**src/rtl/u4dq_pkg.sv**
```systemverilog
package u4dq_pkg;

  // Field and accumulator widths.
  localparam int ACT_W = 16;
  localparam int PROD_W = 21;
  localparam int WS_W = 40;
  localparam int AS_W = 32;
  localparam int Q_W = 32;
  localparam int WIDE_W = 63;
  localparam int MAG_W = 62;

  // Saturation limits of the two running sums.
  localparam logic signed [WS_W-1:0] WS_MAX = 40'sh7F_FFFF_FFFF;
  localparam logic signed [WS_W-1:0] WS_MIN = 40'sh80_0000_0000;
  localparam logic signed [AS_W-1:0] AS_MAX = 32'sh7FFF_FFFF;
  localparam logic signed [AS_W-1:0] AS_MIN = 32'sh8000_0000;

  // Intermediates are held within plus or minus 2^61.
  localparam logic signed [WIDE_W-1:0] WIDE_MAX = 63'sh2000_0000_0000_0000;
  localparam logic signed [WIDE_W-1:0] WIDE_MIN = 63'sh6000_0000_0000_0000;
  localparam logic [MAG_W-1:0] WIDE_MAG = 62'h2000_0000_0000_0000;

  // Register indexes on the configuration port.
  localparam logic [1:0] REG_ALPHA = 2'd0;
  localparam logic [1:0] REG_BETA = 2'd1;
  localparam logic [1:0] REG_GAMMA = 2'd2;
  localparam logic [1:0] REG_MODE = 2'd3;

  // Reset values of the configuration registers.
  localparam logic signed [Q_W-1:0] ALPHA_RESET = 32'sh0001_0000;
  localparam logic signed [Q_W-1:0] BETA_RESET = 32'sh0000_0000;
  localparam logic signed [Q_W-1:0] GAMMA_RESET = 32'sh0001_0000;

  // Epilogue modes; codes 6 and 7 behave as plain.
  localparam logic [2:0] MODE_PLAIN = 3'd0;
  localparam logic [2:0] MODE_BIAS = 3'd1;
  localparam logic [2:0] MODE_BIAS_RELU = 3'd2;
  localparam logic [2:0] MODE_BIAS_GAIN_RES = 3'd3;
  localparam logic [2:0] MODE_TIMES_RES = 3'd4;
  localparam logic [2:0] MODE_BIAS_RES = 3'd5;

  typedef enum logic [3:0] {
    ST_IDLE,
    ST_MUL_SW,
    ST_MUL_ZA,
    ST_MUL_AD,
    ST_MUL_BP,
    ST_BIAS,
    ST_MUL_RES,
    ST_ADD_RES,
    ST_FIN
  } epi_state_t;

  typedef struct packed {
    logic start;
    logic sh16;
  } mul_ctl_t;

  typedef struct packed {
    logic busy;
    logic done;
    logic clip;
  } mul_stat_t;

  typedef struct packed {
    logic signed [WS_W-1:0] ws;
    logic signed [AS_W-1:0] as_sum;
    logic clip;
  } run_sums_t;

  typedef struct packed {
    logic signed [WIDE_W-1:0] value;
    logic clip;
  } wide_sum_t;

  // Add two intermediates and clamp to plus or minus 2^61.
  function automatic wide_sum_t addw(logic signed [WIDE_W-1:0] a,
                                     logic signed [WIDE_W-1:0] b);
    logic signed [WIDE_W:0] s;
    wide_sum_t r;
    s = (WIDE_W+1)'(a) + (WIDE_W+1)'(b);
    r.value = s[WIDE_W-1:0];
    r.clip = 1'b0;
    if (s > (WIDE_W+1)'(WIDE_MAX)) begin
      r.value = WIDE_MAX;
      r.clip = 1'b1;
    end else if (s < (WIDE_W+1)'(WIDE_MIN)) begin
      r.value = WIDE_MIN;
      r.clip = 1'b1;
    end
    return r;
  endfunction

endpackage

```
**src/rtl/u4dq_lane.sv**
```systemverilog
module u4dq_lane (
  input  logic signed [u4dq_pkg::ACT_W-1:0]  act,
  input  logic [3:0]                          weight,
  input  logic                                en,
  output logic signed [u4dq_pkg::PROD_W-1:0] prod,
  output logic signed [u4dq_pkg::ACT_W-1:0]  act_used
);

  logic signed [u4dq_pkg::PROD_W-1:0] prod_full;

  // Signed activation times unsigned 4-bit weight.
  assign prod_full = act * $signed({1'b0, weight});

  // A disabled lane contributes nothing to either sum.
  assign prod = en ? prod_full : '0;
  assign act_used = en ? act : '0;

endmodule

```
**config.mk**
```make
export PLATFORM = sky130hd
export DESIGN_NAME = u4dq_lane
export DESIGN_NICKNAME = d
export VERILOG_FILES = /design/src/rtl/u4dq_pkg.sv /design/src/rtl/u4dq_lane.sv
export SDC_FILE = /design/constraint.sdc
export NUM_CORES = 1
export LEC_CHECK = 0
export BUFFER_PORTS_ARGS = -buffer_cell sky130_fd_sc_hd__buf_4
export CORE_AREA = 8 8 82 84
export DETAILED_ROUTE_END_ITERATION = 10
export DIE_AREA = 0 0 90 92
export PLACE_DENSITY = 0.78
export SYNTH_ARGS = -nofsm -noshare
export SYNTH_HDL_FRONTEND = slang
export SYNTH_SLANG_ARGS = --single-unit
```
**constraint.sdc**
```tcl
create_clock -name vclk -period 4.8
set_clock_uncertainty 0.1 [all_clocks]
set_input_delay 0.72 -clock vclk [all_inputs]
set_output_delay 0.72 -clock vclk [all_outputs]
set_load 0.005 [all_outputs]
```
==> results of run 1 <==
==> area by class of cell <==
cell class	count	area (um^2)
inverters	72	270.3
well taps	72	90.09
multi-input cells	282	2890
repair buffers	130	1066
fillers	323	1089
==> routing by layer <==
metal	global-route usage (%)	part of all wire [%]	routed length, um	vias up
li1	-	-	-	1402
met1	18.41	34	3393	1469
met2	39.75	54	5350	169
met3	1.956	5.2	516	71
met4	7.490	6.2	614	0
met5	0	0	0	-
==> synth_stat cells (7+ instances only) <==
library cell,instances
and2_1,68
inv_1,72
ha_1,40
nand2b_1,8
o21ai_0,7
fa_1,33
nor2_1,11
nand2_1,32
clkbuf_1,10
a21oi_1,18
==> timing repair <==
item | CTS | global route
buffers inserted | 7 | 14
pin swaps | 32 | 50
gates resized for setup | 36 | 61
cloned | 0 | 2
setup endpoints to repair | 12 | 11
==> power by group <==
| part | internal (uW) | leakage (uW) | switching, uW |
|---|---|---|---|
| registers | 0 | 0 | 0 |
| clock network | 0 | 0 | 0 |
| logic | 554 | 0.00220 | 517 |
| total | 554 | 0.00220 | 517 |
==> per-stage QoR <==
| stage | TNS, ns | instance area, um^2 |
|---|---|---|
| 2_1_floorplan | 0 | 2765 |
| 3_3_place_gp | -1.113 | 3610 |
| 3_5_place_dp | -1.831 | 3610 |
| 4_1_cts | 0 | 3871 |
| 5_1_grt | -1.754 | 4317 |
| 6_report | -0.3264 | 4317 |
==> path summary, 6_finish.rpt <==
path / to / slack, ns / depth (start not counted) / startpoint
hold / removal: act_used[0] / 1.65 / 3 / act[0]
setup / recovery: prod[19] / -0.10 / 15 / act[6]
==> cells by family (layout without fill, tap and decap cells) <==
logic type      after synthesis  after routing
compound gates               46             46
buf+inv                      83            202
fa+ha+maj                    73             73
xor+xnor                     10             10
simple gates                147            147
mux                           6              6
==> critical path, delay by kind of cell <==
family,cells,cell delay (ns)
AND/OR/NAND/NOR,3,0.69
buffers and inverters,5,0.55
AO/OA/AOI/OAI,3,0.63
adder cells (fa/ha/maj),4,1.47
==> summary.txt, run 1 <==
synth warn - 0
Leak - 0.002196 uW
fin nets - 580
largest family of logic cells by synthesized area - adder cells
most frequent cells in the layout - buf_4 (119), inv_1 (62), and2_1 (54)
Row Count - 27
Fin. Hold Viols - 0
Period minus WS final - 4.903 ns
global route total overflow - 0
syn nets - 459
Vias/cell - 5.595
RSZ-0062 raised after global routing - true
post-layout util - 79.86%
Slew Limit Headroom - 76.69%
critical path's slowest cell - fa_1
CTS Hold Bufs - 0
total chip power - 1072 uW
largest net degree at the start of global routing - 39
WL final - 9874 um
Pwr per Cell Area - 248.3 nW/um^2
DPL Wire Length - 5932 um
post-synthesis xor/xnor area fraction - 3.179%
Fmax - 204.0 MHz
Final Non-Filler Cells - 556
Antenna Cells - 0
drt drc - 0
RD Place Congestion - 0.8765
commonest non-fill, non-tap cell in the layout - buf_4
Slew Limit Fails - 0
post-synthesis sequential area ratio - 0%
Area growth syn-to-layout - 56.68%
WL per Instance - 17.76 um
Synth area leader - fa_1
core area - 5405 um^2
post-synthesis adder-cell area fraction - 42.14%
outcome - complete, but fails checks
cell count after synthesis - 365
initial antenna violation count - 0
Final WS setup - -0.1030 ns
number of I/O pins - 58
Min-Delay Path Class - input pin to primary output
Syn Area/Cell - 7.548 um^2
FF+latch count - 0
Worst Path Arrival - 4.08 ns
DIE AREA - 8280 um^2
top-area cell type share of the netlist area - 23.98%
CP Capture Type - primary output
via count - 3111
Die Wd - 90 um
critical path class - input pin to primary output
Unique masters post-synth - 43
crit-path cells - buf_4 -> and2_1 -> ha_1 -> fa_1 -> inv_1 -> fa_1 -> inv_1 -> ha_4 -> and4_4 -> a221o_1 -> buf_6 -> or3_4 -> a21oi_2 -> a211o_1 -> buf_6
vias in the first global route - 3220
# setup viols final - 5
Max Cap Viol - 0
final worst-path cycle share - 102.1%
critical path data required time - 3.98 ns
TritonRoute pass-1 iters - 4
hold_ws - 1.654 ns
VDD IR max - 0.1471 mV
violated checks - negative setup slack
Post-Synth Simple-Gate Area - 29.75%
die extent in y - 92 um
crit path max fanout - 3
clock buffers - 0
dpl ws - -0.2454 ns
global-route usage over all layers - 19.04%
multiplexer share of the synthesized area - 2.180%
Synth Area in Compound Gates - 11.17%
placed insts - 533
number of I/O port buffers - 58
crit start category - input pin
layout cells sized above 1 - 42.98%
initial drt markers - 130
synth top area cells - fa_1 (24%), ha_1 (18%), and2_1 (15%)
delay of the slowest critical-path stage - 0.55 ns
Starting Density - 50.97%
first-pass GRT wire length - 13800 um
slew at the pin closest to its max-slew limit - 0.3441 ns
Seq. cell area - 0 um^2
Final ANT Viol Nets - 0
cell area after synthesis - 2755 um^2
No activity file was read; power rests on OpenSTA's default activity.
==> run 2: changes to the inputs <==
--- a/config.mk
+++ b/config.mk
@@ -6,10 +6,11 @@
 export NUM_CORES = 1
 export LEC_CHECK = 0
 export BUFFER_PORTS_ARGS = -buffer_cell sky130_fd_sc_hd__buf_4
-export CORE_AREA = 8 8 82 84
+export CORE_AREA = 8 8 78 80
 export DETAILED_ROUTE_END_ITERATION = 10
-export DIE_AREA = 0 0 90 92
-export PLACE_DENSITY = 0.78
+export DIE_AREA = 0 0 86 88
+export GPL_ROUTABILITY_DRIVEN = 0
+export PLACE_DENSITY = 0.83
 export SYNTH_ARGS = -nofsm -noshare
 export SYNTH_HDL_FRONTEND = slang
 export SYNTH_SLANG_ARGS = --single-unit
==> constraint.sdc (replaced) <==
create_clock -name vclk -period 5.25
set_clock_uncertainty 0.1 [all_clocks]
set_input_delay 0.7875 -clock vclk [all_inputs]
set_output_delay 0.7875 -clock vclk [all_outputs]
set_load 0.005 [all_outputs]
==> summary.txt, run 2 (synthesis gave the netlist of run 1 again) <==
Slew Limit Fails - 0
# setup viols final - 0
fraction of power consumed by the clock network - 0%
Antenna Cells - 0
hold_ws - 1.789 ns
TritonRoute pass-1 iters - 4
Period minus WS final - 5.088 ns
most frequent cells in the layout - inv_1 (72), and2_1 (68), buf_4 (64)
crit start category - input pin
initial antenna violation count - 0
sequential share of power - 0%
Setup Fix Bufs, Post-CTS - 0
Starting Density - 56.09%
layout cells sized above 1 - 21.00%
post-cts resize count - 0
CTS Hold Bufs - 0
Logic pwr share - 100.0%
Seq. cell area - 0 um^2
Final ANT Viol Nets - 0
VDD IR max - 0.1176 mV
clock buffers - 0
core area - 4912 um^2
DPL Wire Length - 5548 um
dpl ws - 0.01223 ns
Fin. Hold Viols - 0
FF+latch count - 0
Die Wd - 86 um
CP Capture Type - primary output
Final Non-Filler Cells - 489
number of I/O port buffers - 58
largest net degree at the start of global routing - 39
WL final - 6604 um
Max Cap Viol - 0
switching power - 350.8 uW
WL per Instance - 13.51 um
global-route usage over all layers - 18.36%
critical path class - input pin to primary output
Row Count - 26
Slew Limit Headroom - 71.66%
outcome - finished, final reports clean
Setup Total Neg Slack - 0 ns
Worst Path Arrival - 4.20 ns
Vias/cell - 5.254
drt drc - 0
Int Power - 328.4 uW
fin nets - 515
Area growth syn-to-layout - 23.89%
vias in the first global route - 2776
initial drt markers - 85
Leak - 0.001808 uW
critical path data required time - 4.36 ns
first-pass GRT wire length - 11800 um
DIE AREA - 7568 um^2
total chip power - 679.1 uW
slew at the pin closest to its max-slew limit - 0.4197 ns
Min-Delay Path Class - input pin to primary output
placed insts - 489
commonest non-fill, non-tap cell in the layout - inv_1
Final WS setup - 0.1618 ns
number of I/O pins - 58
die extent in y - 88 um
crit path max fanout - 16
Pwr per Cell Area - 199.0 nW/um^2
via count - 2569
final worst-path cycle share - 96.92%
Fmax - 196.5 MHz
RSZ-0062 raised after global routing - false
global route total overflow - 0
Sw Ratio - 51.65%
run 2: changes by cell type in the layout (fill, tap and decap cells not counted), moves of 7 or more:
cell / delta
and2_4: -14
ha_4: -14
buf_4: -55
inv_1: +10
a21oi_1: +7
and2_1: +14
inv_2: -10
ha_1: +14
run 2: cell type report:
cell class,count,area [um^2]
inverters,72,270.3
repair buffers,65,491.7
multi-input cells,282,2564
fillers,403,1499
well taps,70,87.58
run 2: through the flow:
step,cell area (um^2),util [%]
6_report,3413,69.49
5_1_grt,3413,69.49
4_1_cts,3282,66.81
3_5_place_dp,3282,66.81
3_3_place_gp,3282,66.81
2_1_floorplan,2755,-
run 2: final timing paths:
path / cells past startpoint / to / slack [ns] / startpoint
worst max-delay path: 14 / prod[17] / 0.16 / weight[3]
worst min-delay path: 3 / act_used[6] / 1.79 / act[6]
run 2: routing by layer:
| metal | GRT usage, % | part of all wire, % | routed length (um) | vias up |
|---|---|---|---|---|
| li1 | - | - | - | 1268 |
| met1 | 18.89 | 39 | 2566 | 1227 |
| met2 | 38.14 | 55 | 3624 | 64 |
| met3 | 1.876 | 4.4 | 288 | 10 |
| met4 | 3.981 | 1.9 | 124 | 0 |
| met5 | 0 | 0 | 0 | - |
run 2: critical path: stages:
cell,delay (ns)
buf_4,0.16
and2_1,0.15
ha_1,0.30
fa_1,0.53
inv_1,0.05
fa_1,0.53
inv_1,0.07
ha_4,0.28
and4_4,0.19
a221o_1,0.35
o31a_1,0.26
a41oi_2,0.18
mux2i_1,0.23
buf_4,0.14
run 2: power groups by stage:
| stage | logic, uW | clock network, uW | registers (uW) |
|---|---|---|---|
| floorplan | 419 | 0 | 0 |
| global route | 766 | 0 | 0 |
| detailed placement | 628 | 0 | 0 |
| CTS | 631 | 0 | 0 |
| finish | 679 | 0 | 0 |
| global placement | 610 | 0 | 0 |
