===== src/rtl/u4dq_pkg.sv =====
package u4dq_pkg;

  // Field and accumulator widths.
  localparam int ACT_W = 16;
  localparam int PROD_W = 21;
  localparam int WS_W = 40;
  localparam int AS_W = 32;
  localparam int Q_W = 32;
  localparam int WIDE_W = 63;
  localparam int MAG_W = 62;

  // Saturation limits of the two running sums.
  localparam logic signed [WS_W-1:0] WS_MAX = 40'sh7F_FFFF_FFFF;
  localparam logic signed [WS_W-1:0] WS_MIN = 40'sh80_0000_0000;
  localparam logic signed [AS_W-1:0] AS_MAX = 32'sh7FFF_FFFF;
  localparam logic signed [AS_W-1:0] AS_MIN = 32'sh8000_0000;

  // Intermediates are held within plus or minus 2^61.
  localparam logic signed [WIDE_W-1:0] WIDE_MAX = 63'sh2000_0000_0000_0000;
  localparam logic signed [WIDE_W-1:0] WIDE_MIN = 63'sh6000_0000_0000_0000;
  localparam logic [MAG_W-1:0] WIDE_MAG = 62'h2000_0000_0000_0000;

  // Register indexes on the configuration port.
  localparam logic [1:0] REG_ALPHA = 2'd0;
  localparam logic [1:0] REG_BETA = 2'd1;
  localparam logic [1:0] REG_GAMMA = 2'd2;
  localparam logic [1:0] REG_MODE = 2'd3;

  // Reset values of the configuration registers.
  localparam logic signed [Q_W-1:0] ALPHA_RESET = 32'sh0001_0000;
  localparam logic signed [Q_W-1:0] BETA_RESET = 32'sh0000_0000;
  localparam logic signed [Q_W-1:0] GAMMA_RESET = 32'sh0001_0000;

  // Epilogue modes; codes 6 and 7 behave as plain.
  localparam logic [2:0] MODE_PLAIN = 3'd0;
  localparam logic [2:0] MODE_BIAS = 3'd1;
  localparam logic [2:0] MODE_BIAS_RELU = 3'd2;
  localparam logic [2:0] MODE_BIAS_GAIN_RES = 3'd3;
  localparam logic [2:0] MODE_TIMES_RES = 3'd4;
  localparam logic [2:0] MODE_BIAS_RES = 3'd5;

  typedef enum logic [3:0] {
    ST_IDLE,
    ST_MUL_SW,
    ST_MUL_ZA,
    ST_MUL_AD,
    ST_MUL_BP,
    ST_BIAS,
    ST_MUL_RES,
    ST_ADD_RES,
    ST_FIN
  } epi_state_t;

  typedef struct packed {
    logic start;
    logic sh16;
  } mul_ctl_t;

  typedef struct packed {
    logic busy;
    logic done;
    logic clip;
  } mul_stat_t;

  typedef struct packed {
    logic signed [WS_W-1:0] ws;
    logic signed [AS_W-1:0] as_sum;
    logic clip;
  } run_sums_t;

  typedef struct packed {
    logic signed [WIDE_W-1:0] value;
    logic clip;
  } wide_sum_t;

  // Add two intermediates and clamp to plus or minus 2^61.
  function automatic wide_sum_t addw(logic signed [WIDE_W-1:0] a,
                                     logic signed [WIDE_W-1:0] b);
    logic signed [WIDE_W:0] s;
    wide_sum_t r;
    s = (WIDE_W+1)'(a) + (WIDE_W+1)'(b);
    r.value = s[WIDE_W-1:0];
    r.clip = 1'b0;
    if (s > (WIDE_W+1)'(WIDE_MAX)) begin
      r.value = WIDE_MAX;
      r.clip = 1'b1;
    end else if (s < (WIDE_W+1)'(WIDE_MIN)) begin
      r.value = WIDE_MIN;
      r.clip = 1'b1;
    end
    return r;
  endfunction

endpackage


===== src/rtl/u4dq_accum.sv =====
module u4dq_accum (
  input  logic                                clk,
  input  logic                                rst,
  input  logic                                accept,
  input  logic                                last,
  input  logic signed [u4dq_pkg::PROD_W-1:0] prod0,
  input  logic signed [u4dq_pkg::PROD_W-1:0] prod1,
  input  logic signed [u4dq_pkg::ACT_W-1:0]  act0,
  input  logic signed [u4dq_pkg::ACT_W-1:0]  act1,
  output u4dq_pkg::run_sums_t                 fin
);

  logic signed [u4dq_pkg::WS_W-1:0] ws;
  logic signed [u4dq_pkg::AS_W-1:0] as_sum;
  logic                              clip;
  logic signed [u4dq_pkg::WS_W+1:0] ws_wide;
  logic signed [u4dq_pkg::AS_W+1:0] as_wide;
  logic signed [u4dq_pkg::WS_W-1:0] ws_next;
  logic signed [u4dq_pkg::AS_W-1:0] as_next;
  logic                              clip_next;

  // Merge both lanes into the running sums, saturating at their widths.
  always_comb begin
    ws_wide = (u4dq_pkg::WS_W+2)'(ws) + (u4dq_pkg::WS_W+2)'(prod0)
            + (u4dq_pkg::WS_W+2)'(prod1);
    as_wide = (u4dq_pkg::AS_W+2)'(as_sum) + (u4dq_pkg::AS_W+2)'(act0)
            + (u4dq_pkg::AS_W+2)'(act1);
    clip_next = clip;
    ws_next = ws_wide[u4dq_pkg::WS_W-1:0];
    as_next = as_wide[u4dq_pkg::AS_W-1:0];
    if (ws_wide > (u4dq_pkg::WS_W+2)'(u4dq_pkg::WS_MAX)) begin
      ws_next = u4dq_pkg::WS_MAX;
      clip_next = 1'b1;
    end else if (ws_wide < (u4dq_pkg::WS_W+2)'(u4dq_pkg::WS_MIN)) begin
      ws_next = u4dq_pkg::WS_MIN;
      clip_next = 1'b1;
    end
    if (as_wide > (u4dq_pkg::AS_W+2)'(u4dq_pkg::AS_MAX)) begin
      as_next = u4dq_pkg::AS_MAX;
      clip_next = 1'b1;
    end else if (as_wide < (u4dq_pkg::AS_W+2)'(u4dq_pkg::AS_MIN)) begin
      as_next = u4dq_pkg::AS_MIN;
      clip_next = 1'b1;
    end
  end

  // Running sums; the last request of a run clears them.
  always_ff @(posedge clk) begin
    if (rst) begin
      ws <= '0;
      as_sum <= '0;
      clip <= 1'b0;
    end else if (accept) begin
      if (last) begin
        ws <= '0;
        as_sum <= '0;
        clip <= 1'b0;
      end else begin
        ws <= ws_next;
        as_sum <= as_next;
        clip <= clip_next;
      end
    end
  end

  // Finished sums of a run, held for the epilogue.
  always_ff @(posedge clk) begin
    if (accept && last) begin
      fin.ws <= ws_next;
      fin.as_sum <= as_next;
      fin.clip <= clip_next;
    end
  end

endmodule


===== config.mk =====
export PLATFORM = sky130hd
export DESIGN_NAME = u4dq_accum
export DESIGN_NICKNAME = d
export VERILOG_FILES = /design/src/rtl/u4dq_pkg.sv /design/src/rtl/u4dq_accum.sv
export SDC_FILE = /design/constraint.sdc
export NUM_CORES = 1
export LEC_CHECK = 0
export BUFFER_PORTS_ARGS = -buffer_cell sky130_fd_sc_hd__buf_2
export CORE_MARGIN = 4
export CORE_UTILIZATION = 55
export CTS_CLUSTER_DIAMETER = 40
export DETAILED_ROUTE_END_ITERATION = 6
export PLACE_DENSITY_LB_ADDON = 0.2
export SYNTH_ARGS = -nofsm -noshare
export SYNTH_HDL_FRONTEND = slang
export SYNTH_SLANG_ARGS = --single-unit

===== constraint.sdc =====
create_clock -name clk -period 6.1 [get_ports clk]
set_input_delay 0.61 -clock clk [delete_from_list [all_inputs] [get_ports clk]]
set_output_delay 0.61 -clock clk [all_outputs]
set_load 0.05 [all_outputs]

==> results.py, run 1 <==
metrics = {
    "route": {
        "dr.pass1.iters": 5,
        "wl_per_cell_um": 19.06,
        "drt_iter0_drc": 465,
        "drc": 0,
        "route.antenna.remaining_nets": 0,
        "wl_um": 27390,
        "vias_per_cell": 5.974,
        "vias": 8585,
    },
    "sta": {
        "finClkSkew_ns": 0.01149,
        "slew_violations": 0,
        "rsz0062_at_grt": "false",
        "fmax_mhz": 215.4,
        "min_period_ns": 4.642,
        "tightest_slew_ns": 1.026,
        "setup_viol": 0,
        "final_hold_viol_count": 0,
        "relSlewSlack_pct": 31.43,
        "period_share_pct": 76.10,
        "setup_tns_ns": 0,
    },
    "finish": {
        "layout-drive-gt1-share_pct": 20.31,
        "regArea_mm2": 0.003654,
        "final_common_cell": "buf_2",
        "multi_input_area_mm2": 0.006606,
        "layout.nets": 1388,
        "syn2layout_area_growth_pct": 13.68,
        "fill_cells": 1585,
        "diodes": 0,
        "mostFrequentLayoutCells": "buf_2, o21ai_0, a21oi_1, fa_1",
    },
    "worst_setup_path": {
        "crit_family": "compound AO/OA/AOI/OAI gates",
        "cp.depth": 14,
        "rr_worst_depth": 17,
        "crit_end": "ws[26]",
        "critPathSlowestCell": "buf_2",
        "r2r-end": "ws[26]",
        "worstPathRequired_ns": 6.39,
        "worstSetupStartpoint": "prod0[20]",
        "crit_fanout": 36,
        "r2r-start": "ws[1]",
        "end_kind": "flop",
        "reg2reg_slack_ns": 1.47,
        "path_class": "in -> reg",
        "path_cells": "buf_2, fa_1, ha_1, a21oi_1, inv_1, o31ai_2, a311oi_1, a311o_1, a31oi_1, xor2_1, o21a_2, nand2b_1, buf_4, o221ai_1",
        "path_buf_inv": 3,
        "start_kind": "input pin",
        "worst_path_largest_cell_delay_ns": 0.61,
        "cp.arrival_ns": 4.94,
    },
    "synthesis": {
        "avgSynthCellArea_um2": 10.22,
        "yosys_warnings": 0,
        "synth.distinct_cells": 69,
        "synthFlopType": "edfxtp_1",
        "ys_seq_area_share_pct": 34.40,
        "synthArstFlopShare_pct": 0,
        "synth-seq-cells": 146,
        "syn-cell-area_mm2": 0.01062,
        "synth_area_leaders": "edfxtp_1, fa_1, dfxtp_1, ha_1, o21ai_0",
        "syn_nets": 1263,
        "synth_top_area_cell": "edfxtp_1",
        "syn_inst": 1039,
        "synth_edf_count": 73,
        "synth_top_area_share_pct": 20.64,
    },
    "run": {
        "maxCapViolCount": 0,
    },
    "clock_tree": {
        "cts_resized": 0,
        "clk_pin_slew_ns": 0.06,
        "cts_tree": "built",
        "insertion_delay_ns": 0.43,
        "cts_root_buf": "clkbuf_16",
        "holdBufCountCts": 0,
        "cts.sink_count": 146,
        "cts_setup_buffers": 0,
        "cts_buffers": 17,
        "cts_buffer_depth": 2,
        "htree_levels": 4,
    },
    "floorplan": {
        "start_util_pct": 56.40,
        "rows": 50,
        "chipWidth_um": 147.0,
        "die_h_um": 147.0,
        "die_area_mm2": 0.02160,
        "io_pins": 151,
        "core_mm2": 0.01883,
    },
    "grt": {
        "antenna_found_initial": 0,
        "grt_usage_pct": 25.90,
        "grt_start_max_net_pins": 76,
        "first_global_vias": 8873,
        "grt-ovfl-total": 0,
        "grt_pass1_wl_um": 45230,
    },
    "status": {
        "outcome": "finished clean",
    },
    "min_path": {
        "min_path_type": "reg -> reg",
    },
    "place": {
        "dp_hpwl_um": 20360,
        "gp_congestion": 0.9195,
        "io_buffer_count": 150,
    },
}
kinds of logic after synthesis:
| kind of cell | after synthesis | synth area share [%] |
|---|---|---|
| AO/OA/AOI/OAI | 395 | 24.94 |
| buffers and inverters | 80 | 3.664 |
| flip-flops | 146 | 34.40 |
| XOR/XNOR | 65 | 5.360 |
| adder cells (fa/ha/maj) | 146 | 22.43 |
| AND/OR/NAND/NOR | 207 | 9.201 |
worst min-delay path, stage by stage, from the launching register on:
cell and delay, ns:
dfxtp_1 0.32, nand2_1 0.04, o21ai_0 0.05
layout make-up:
type / instances / area share [%]
clock buffer: 19 / 3.669
sequential: 146 / 30.26
multi-input combinational: 813 / 54.72
clock inverter: 13 / 1.067
timing repair buffer: 158 / 6.716
inverter: 28 / 0.8706
tap: 260 / 2.695
worst min-delay path by stage:
stage / startpoint / endpoint / slack, ns / cells after the start
2_1_floorplan: clip / clip / 0.42 / 2
6_report: clip / clip / 0.46 / 2
3_5_place_dp: clip / clip / 0.44 / 2
3_3_place_gp: clip / clip / 0.43 / 2
5_1_grt: rst / as_sum[31] / 0.49 / 2
4_1_cts: clip / clip / 0.46 / 2
sequential cells by signal (all words and copies together), names as in the netlist:
register  flops
as_sum       32
clip          1
fin          73
ws           40
per-stage QoR:
stage	instances	util [%]	setup slack, ns	hold WS (ns)	instance area (µm²)
5_1_grt	1437	64.11	1.038	0.4913	12070
2_1_floorplan	1039	-	2.299	0.4163	10620
4_1_cts	1437	64.11	1.432	0.4595	12070
3_3_place_gp	1405	61.08	1.071	0.4334	11500
3_5_place_dp	1405	61.08	0.9974	0.4422	11500
6_report	1437	64.11	1.458	0.4556	12070
Yosys cell counts (7+ instances only):
cell type  count
nand4_1       12
a22oi_1       29
nand2_1       72
o221ai_1       8
xnor2_1       29
a211oi_1      10
fa_1          74
xor2_1        36
nor3_1        11
o21ai_1       15
ha_1          72
edfxtp_1      73
buf_2          7
a22o_1        25
inv_1         28
nor2_1        52
clkbuf_1      32
a21oi_1       79
o21bai_1      12
a31oi_1        9
nand3_1       10
nand2b_1      10
dfxtp_1       73
o211ai_1       8
a21o_1        26
buf_6          9
o21ai_2       19
o21ai_0      110
nor2b_1       10
per-layer routing:
metal / global-route usage [%] / part of all wire [%] / up-vias
met4: 9.087 / 2.7 / 0
met5: 0 / 0 / -
li1: - / - / 4113
met2: 46.60 / 51 / 243
met1: 32.05 / 42 / 4179
met3: 3.362 / 4.0 / 50
Power of run 1 is not shown: default switching activity piles up to over one toggle a cycle in this logic, so the estimate is an artifact.
==> run 2, diff against run 1 <==
--- a/config.mk
+++ b/config.mk
@@ -7,7 +7,7 @@
 export LEC_CHECK = 0
 export BUFFER_PORTS_ARGS = -buffer_cell sky130_fd_sc_hd__buf_2
 export CORE_MARGIN = 4
-export CORE_UTILIZATION = 55
+export CORE_UTILIZATION = 53
 export CTS_CLUSTER_DIAMETER = 40
 export DETAILED_ROUTE_END_ITERATION = 6
 export PLACE_DENSITY_LB_ADDON = 0.2
==> constraint.sdc (replaced) <==
create_clock -name clk -period 3.9 [get_ports clk]
set_input_delay 0.39 -clock clk [delete_from_list [all_inputs] [get_ports clk]]
set_output_delay 0.39 -clock clk [all_outputs]
set_load 0.05 [all_outputs]
==> run 2 against run 1 <==
Net effect: critical path type is now reg -> reg; register-to-register slack got worse by 1.4 ns; final cell count rose by 9.4%; via count rose by 6.3%.
==> results.py, run 2 (synthesis gave the netlist of run 1 again) <==
metrics = {
    "grt": {
        "grt_use_met3_pct": 3.816,
        "grt.busiest_layer": "met2",
        "antenna_found_initial": 0,
        "grt_pass1_wl_um": 46360,
        "first_global_vias": 9206,
        "use_met2_pct": 44.46,
        "grt_start_max_net_pins": 51,
        "grt_usage_pct": 26.27,
        "grt-ovfl-total": 0,
        "grt_use_met1_pct": 34.53,
    },
    "finish": {
        "mostFrequentLayoutCells": "buf_2, buf_4, o21ai_0, a21oi_1, edfxtp_1",
        "largest_register": "fin",
        "layout.nets": 1518,
        "syn2layout_area_growth_pct": 26.37,
        "utilization_pct": 68.51,
        "fill_cells": 1514,
        "layout-drive-gt1-share_pct": 29.38,
        "largest_register_ff_count": 73,
        "diodes": 0,
        "final_common_cell": "buf_2",
        "fin_area_mm2": 0.01342,
        "multi_input_area_mm2": 0.006709,
        "largest_registers": "fin: 73 flops, ws: 40 flops, as_sum: 32 flops",
        "regArea_mm2": 0.003655,
    },
    "place": {
        "io_buffer_count": 150,
        "place_ws_ns": -0.2333,
        "dp_hpwl_um": 21810,
        "postPlaceCellArea_mm2": 0.01261,
        "gp_congestion": 0.9317,
    },
    "route": {
        "drc": 0,
        "wl_um": 29280,
        "drt_iter0_drc": 529,
        "dr.pass1.iters": 5,
        "wl_per_cell_um": 18.63,
        "route.antenna.remaining_nets": 0,
        "vias": 9125,
        "vias_per_cell": 5.805,
    },
    "clock_tree": {
        "holdBufCountCts": 0,
        "cts_tree": "built",
        "htree_levels": 4,
        "clk_pin_slew_ns": 0.07,
        "cts_buffers": 17,
        "cts.sink_count": 146,
        "cts_root_buf": "clkbuf_16",
        "insertion_delay_ns": 0.43,
        "cts_buffer_depth": 2,
    },
    "status": {
        "outcome": "finished clean",
    },
    "sta": {
        "final_hold_viol_count": 0,
        "period_share_pct": 97.51,
        "setup_tns_ns": 0,
        "min_period_ns": 3.803,
        "setup_viol": 0,
        "whs_ns": 0.2706,
        "finClkSkew_ns": 0.01013,
        "layout_setup_ws_ns": 0.09713,
        "fmax_mhz": 263.0,
        "tightest_slew_ns": 0.7396,
        "slew_violations": 0,
        "relSlewSlack_pct": 50.70,
    },
    "floorplan": {
        "core_mm2": 0.01959,
        "die_area_mm2": 0.02237,
        "die_h_um": 149.6,
        "rows": 51,
        "start_util_pct": 54.21,
        "io_pins": 151,
        "chipWidth_um": 149.6,
    },
    "power": {
        "p_switching_mw": 6.887,
        "p_per_area_mw_per_mm2": 1082,
        "clkPwrFrac_pct": 11.7,
        "irDropWorstVdd_uv": 525.0,
        "power_frac_seq_pct": 19.7,
        "p_int_mw": 7.640,
        "switching_share_pct": 47.41,
        "pwr-share-comb_pct": 68.6,
        "power_leakage_nw": 5.728,
    },
    "worst_setup_path": {
        "start_kind": "flop",
        "path_class": "reg -> reg",
        "cp.arrival_ns": 4.11,
        "end_kind": "flop",
        "worstPathRequired_ns": 4.21,
        "crit_fanout": 7,
    },
    "run": {
        "maxCapViolCount": 0,
    },
    "min_path": {
        "min_path_type": "in -> reg",
    },
}
run 2: cell count changes in the layout (fill, tap and decap cells not counted), moves of 2 or more:
cell / delta
inv_6: -2
o21ai_1: +6
a21oi_2: +2
clkinv_4: -4
clkbuf_16: +2
o21ai_0: -7
fa_2: +2
buf_4: +111
buf_12: +16
clkbuf_1: +3
a21oi_1: -3
fa_1: -2
bufinv_16: +2
run 2: cell type report:
type	count	area share (%)
tap	265	2.471
multi-input combinational	813	49.99
clock inverter	10	1.026
timing repair buffer	288	15.11
sequential	146	27.23
clock buffer	22	3.384
inverter	28	0.7831
run 2: metal layers:
layer / share of wire [%] / up-vias
met4: 3.0 / 0
met5: 0 / -
met1: 42 / 4394
met3: 5.4 / 62
met2: 49 / 306
li1: - / 4363
run 2: critical path, cell delays in order (launching register included):
cell and delay, ns:
dfxtp_2 0.33, inv_1 0.07, fa_2 0.53, inv_2 0.05, ha_2 0.18, inv_1 0.07
fa_2 0.21, nand2b_4 0.14, a21oi_4 0.06, o21ai_2 0.22, a21oi_1 0.15, o311ai_2 0.41
a21oi_2 0.14, o31ai_4 0.30, buf_4 0.18, a21oi_4 0.04, buf_12 0.14, clkbuf_16 0.16
a22oi_1 0.18, o21ai_0 0.12
run 2: power by group through the flow:
stage	registers (mW)	logic (mW)	clock network, mW
2_1_floorplan	3.92	5.15	0
3_3_place_gp	2.86	9.22	0
3_5_place_dp	2.87	9.34	0
4_1_cts	2.85	9.46	1.71
5_1_grt	2.91	10.9	1.78
6_report	2.86	9.97	1.70
run 2: final timing paths:
kind | endpoint | startpoint | cells after the start | slack (ns)
max | ws[13] | ws[1] | 19 | 0.1
min reg2reg | clip | clip | 2 | 0.46
min | ws[39] | rst | 2 | 0.27
max reg2reg | ws[13] | ws[1] | 19 | 0.1
run 2: what timing repair did:
action | in CTS | in global routing
pin swaps | 0 | 15
resized for setup | 3 | 27
buffers inserted | 0 | 4
setup endpoints to repair | 38 | 117
gates cloned | 0 | 3
run 2: metrics by stage:
stage,std cells,total power [mW]
finish,1572,14.53
global route,1572,15.55
CTS,1565,14.03
detailed placement,1533,12.22
global placement,1533,12.09
floorplan,1039,9.062
Power figures use the tool's default switching activity.
==> run 3, diff against run 2 <==
--- a/config.mk
+++ b/config.mk
@@ -5,11 +5,13 @@
 export SDC_FILE = /design/constraint.sdc
 export NUM_CORES = 1
 export LEC_CHECK = 0
+export ABC_AREA = 1
 export BUFFER_PORTS_ARGS = -buffer_cell sky130_fd_sc_hd__buf_2
 export CORE_MARGIN = 4
-export CORE_UTILIZATION = 53
+export CORE_UTILIZATION = 54
 export CTS_CLUSTER_DIAMETER = 40
 export DETAILED_ROUTE_END_ITERATION = 6
+export GPL_TIMING_DRIVEN = 0
 export PLACE_DENSITY_LB_ADDON = 0.2
 export SYNTH_ARGS = -nofsm -noshare
 export SYNTH_HDL_FRONTEND = slang
==> run 3 against run 2 <==
Net effect: count of clock-buffer cells in the layout shrank 1; critical path depth shrank 4; largest power group unchanged; register-to-register slack gained 0.32 ns; wire length grew 8.3%; combinational power shrank 41%; synthesized cell count grew 46%; non-clock buffer count shrank 102; global-route usage grew 0.19 points; sequential share of layout area shrank 0.088 points; worst setup slack gained 0.31 ns.
==> results.py, run 3 <==
metrics = {
    "synthesis": {
        "synthFlopType": "edfxtp_1",
        "synth_area_leaders": "edfxtp_1, nand2_1, fa_1, dfxtp_1, ha_1",
        "synth_top_area_cell": "edfxtp_1",
        "syn_inst": 1517,
        "synthArstFlopShare_pct": 0,
        "yosys_warnings": 0,
        "synth.distinct_cells": 45,
        "ys_seq_area_share_pct": 31.01,
        "yosys-top-cells-count": "nand2_1, inv_1, a21oi_1",
        "synth_top_area_share_pct": 18.61,
        "synth.most_common_cell": "nand2_1",
        "syn_nets": 1741,
        "synth_edf_count": 73,
        "syn-cell-area_mm2": 0.01178,
        "synth-seq-cells": 146,
        "avgSynthCellArea_um2": 7.766,
    },
    "worst_setup_path": {
        "path_cells": "buf_2, fa_1, ha_1, a21oi_1, o21a_1, nand2_1, a21oi_1, nand4_1, nand2_1, nand2_1, nand2_1, buf_2, nand4_1, nand2_1, a21oi_1",
        "crit_fanout": 20,
        "cp_common_cell": "nand2_1",
        "r2r-start": "as_sum[1]",
        "crit_end": "clip",
        "reg2reg_slack_ns": 0.42,
        "critPathSlowestCell": "buf_2",
        "cp.depth": 15,
        "start_kind": "input pin",
        "worst_path_largest_cell_delay_ns": 0.59,
        "path_buf_inv": 2,
        "worstSetupStartpoint": "prod0[20]",
        "crit_family": "adder cells",
        "cp.arrival_ns": 3.76,
        "path_class": "in -> reg",
        "worstPathRequired_ns": 4.17,
        "end_kind": "flop",
        "rr_worst_depth": 18,
        "r2r-end": "as_sum[18]",
    },
    "place": {
        "dp_hpwl_um": 25520,
        "gp_congestion": 0.9278,
        "place_ws_ns": -0.06257,
        "io_buffer_count": 149,
    },
    "clock_tree": {
        "clk_pin_slew_ns": 0.06,
        "cts_root_buf": "clkbuf_16",
        "holdBufCountCts": 0,
        "cts_tree": "built",
        "cts_resized": 0,
        "htree_levels": 4,
        "cts_buffer_depth": 2,
        "insertion_delay_ns": 0.43,
        "cts_setup_buffers": 0,
        "cts.sink_count": 146,
        "cts_buffers": 17,
    },
    "finish": {
        "layout.nets": 1910,
        "layout-drive-gt1-share_pct": 17.19,
        "diodes": 0,
        "mostFrequentLayoutCells": "nand2_1, buf_2, inv_1, a21oi_1, fa_1",
        "final_common_cell": "nand2_1",
        "largest_register": "fin",
        "largest_register_ff_count": 73,
        "syn2layout_area_growth_pct": 14.24,
        "largest_registers": "fin: 73 flops, ws: 40 flops, as_sum: 32 flops",
    },
    "sta": {
        "final_hold_viol_count": 0,
        "layout_setup_ws_ns": 0.4077,
        "tightest_slew_ns": 1.268,
        "period_share_pct": 89.55,
        "relSlewSlack_pct": 15.14,
        "finClkSkew_ns": 0.01455,
        "setup_tns_ns": 0,
        "rsz0062_at_grt": "false",
        "slew_violations": 0,
        "setup_viol": 0,
        "fmax_mhz": 286.3,
        "min_period_ns": 3.492,
    },
    "grt": {
        "grt_start_max_net_pins": 43,
        "grt_pass1_wl_um": 51390,
        "grt_usage_pct": 26.46,
        "antenna_found_initial": 0,
        "grt-ovfl-total": 0,
        "first_global_vias": 10320,
    },
    "floorplan": {
        "chipWidth_um": 155.7,
        "start_util_pct": 55.52,
        "core_mm2": 0.02122,
        "die_area_mm2": 0.02424,
        "io_pins": 151,
        "die_h_um": 155.7,
        "rows": 53,
    },
    "power": {
        "p_per_area_mw_per_mm2": 732.7,
        "irDropWorstVdd_uv": 324.9,
        "power_leakage_nw": 6.377,
    },
    "route": {
        "drt_iter0_drc": 583,
        "wl_per_cell_um": 16.06,
        "wl_um": 31710,
        "route.antenna.remaining_nets": 0,
        "vias": 10400,
        "vias_per_cell": 5.268,
        "dr.pass1.iters": 7,
        "drc": 0,
    },
    "min_path": {
        "min_path_type": "in -> reg",
    },
    "status": {
        "outcome": "finished clean",
    },
    "run": {
        "maxCapViolCount": 0,
    },
}
[run 3: cell count changes after synthesis, sizes merged, moves of 12 or more]
cell / previous run / this run
a211oi: 14 / 2
a21o: 26 / 4
a21oi: 79 / 145
a22o: 25 / 0
a22oi: 29 / 0
clkbuf: 33 / 18
inv: 28 / 162
nand2: 72 / 567
nand3: 10 / 45
nor2: 54 / 90
o21ai: 144 / 60
xor2: 36 / 24
[run 3: cell type report]
type | count | area [µm²]
buffer | 36 | 191.4
fill | 1935 | 7761
timing repair buffer | 150 | 765.7
inverter | 163 | 616.8
multi-input combinational | 1172 | 7322
clock inverter | 11 | 105.1
clock buffer | 21 | 460.4
sequential | 146 | 3654
tap | 275 | 344.1
[run 3: power breakdown]
group	switching, mW	total [mW]	internal [mW]	leakage (nW)
sequential	0.149	2.33	2.18	1.28
clock	0.688	1.60	0.916	0.266
combinational	4.06	5.92	1.86	4.84
total	4.90	9.86	4.96	6.38
[run 3: cells by family (layout without fill, tap and decap cells)]
| family | count (synthesis) | in the layout | synth area share [%] |
|---|---|---|---|
| AO/OA/AOI/OAI | 231 | 231 | 12.05 |
| XOR/XNOR | 56 | 56 | 4.163 |
| adder cells (fa/ha/maj) | 146 | 146 | 20.22 |
| buffers and inverters | 199 | 381 | 6.839 |
| flip-flops | 146 | 146 | 31.01 |
| AND/OR/NAND/NOR | 739 | 739 | 25.71 |
[run 3: worst min-delay path: stages]
cell and delay (ns):
buf_2 0.09, fa_1 0.16, nand2_1 0.05, nand2_1 0.07
[run 3: layer usage]
metal,part of all wire [%],global-route usage [%],vias to the layer above,routed length [µm]
met1,42,32.78,4866,13330
met4,2.5,7.670,0,793
met5,0,0,-,0
met2,50,47.75,268,16000
li1,-,-,5211,-
met3,5.0,4.189,54,1581
[run 3: how the worst min path moves through the flow]
stage,from,end,slack (ns),cells past startpoint
after detailed placement,ws[1],ws[1],0.46,2
after global routing,act1[0],fin[1],0.47,4
after CTS,act1[0],fin[1],0.44,4
after global placement,clip,clip,0.45,2
final,act1[0],fin[1],0.45,4
after floorplan,clip,clip,0.45,2
[run 3: metrics by stage]
| step | instances | area [µm²] | utilization [%] | hold WS (ns) | power (mW) |
|---|---|---|---|---|---|
| after floorplan | 1517 | 11780 | - | 0.4453 | 6.806 |
| after global placement | 1941 | 12870 | 60.65 | 0.4517 | 8.170 |
| after detailed placement | 1942 | 12890 | 60.76 | 0.4650 | 8.259 |
| after CTS | 1974 | 13460 | 63.43 | 0.4372 | 9.883 |
| after global routing | 1974 | 13460 | 63.43 | 0.4657 | 10.59 |
| final | 1974 | 13460 | 63.43 | 0.4464 | 9.862 |
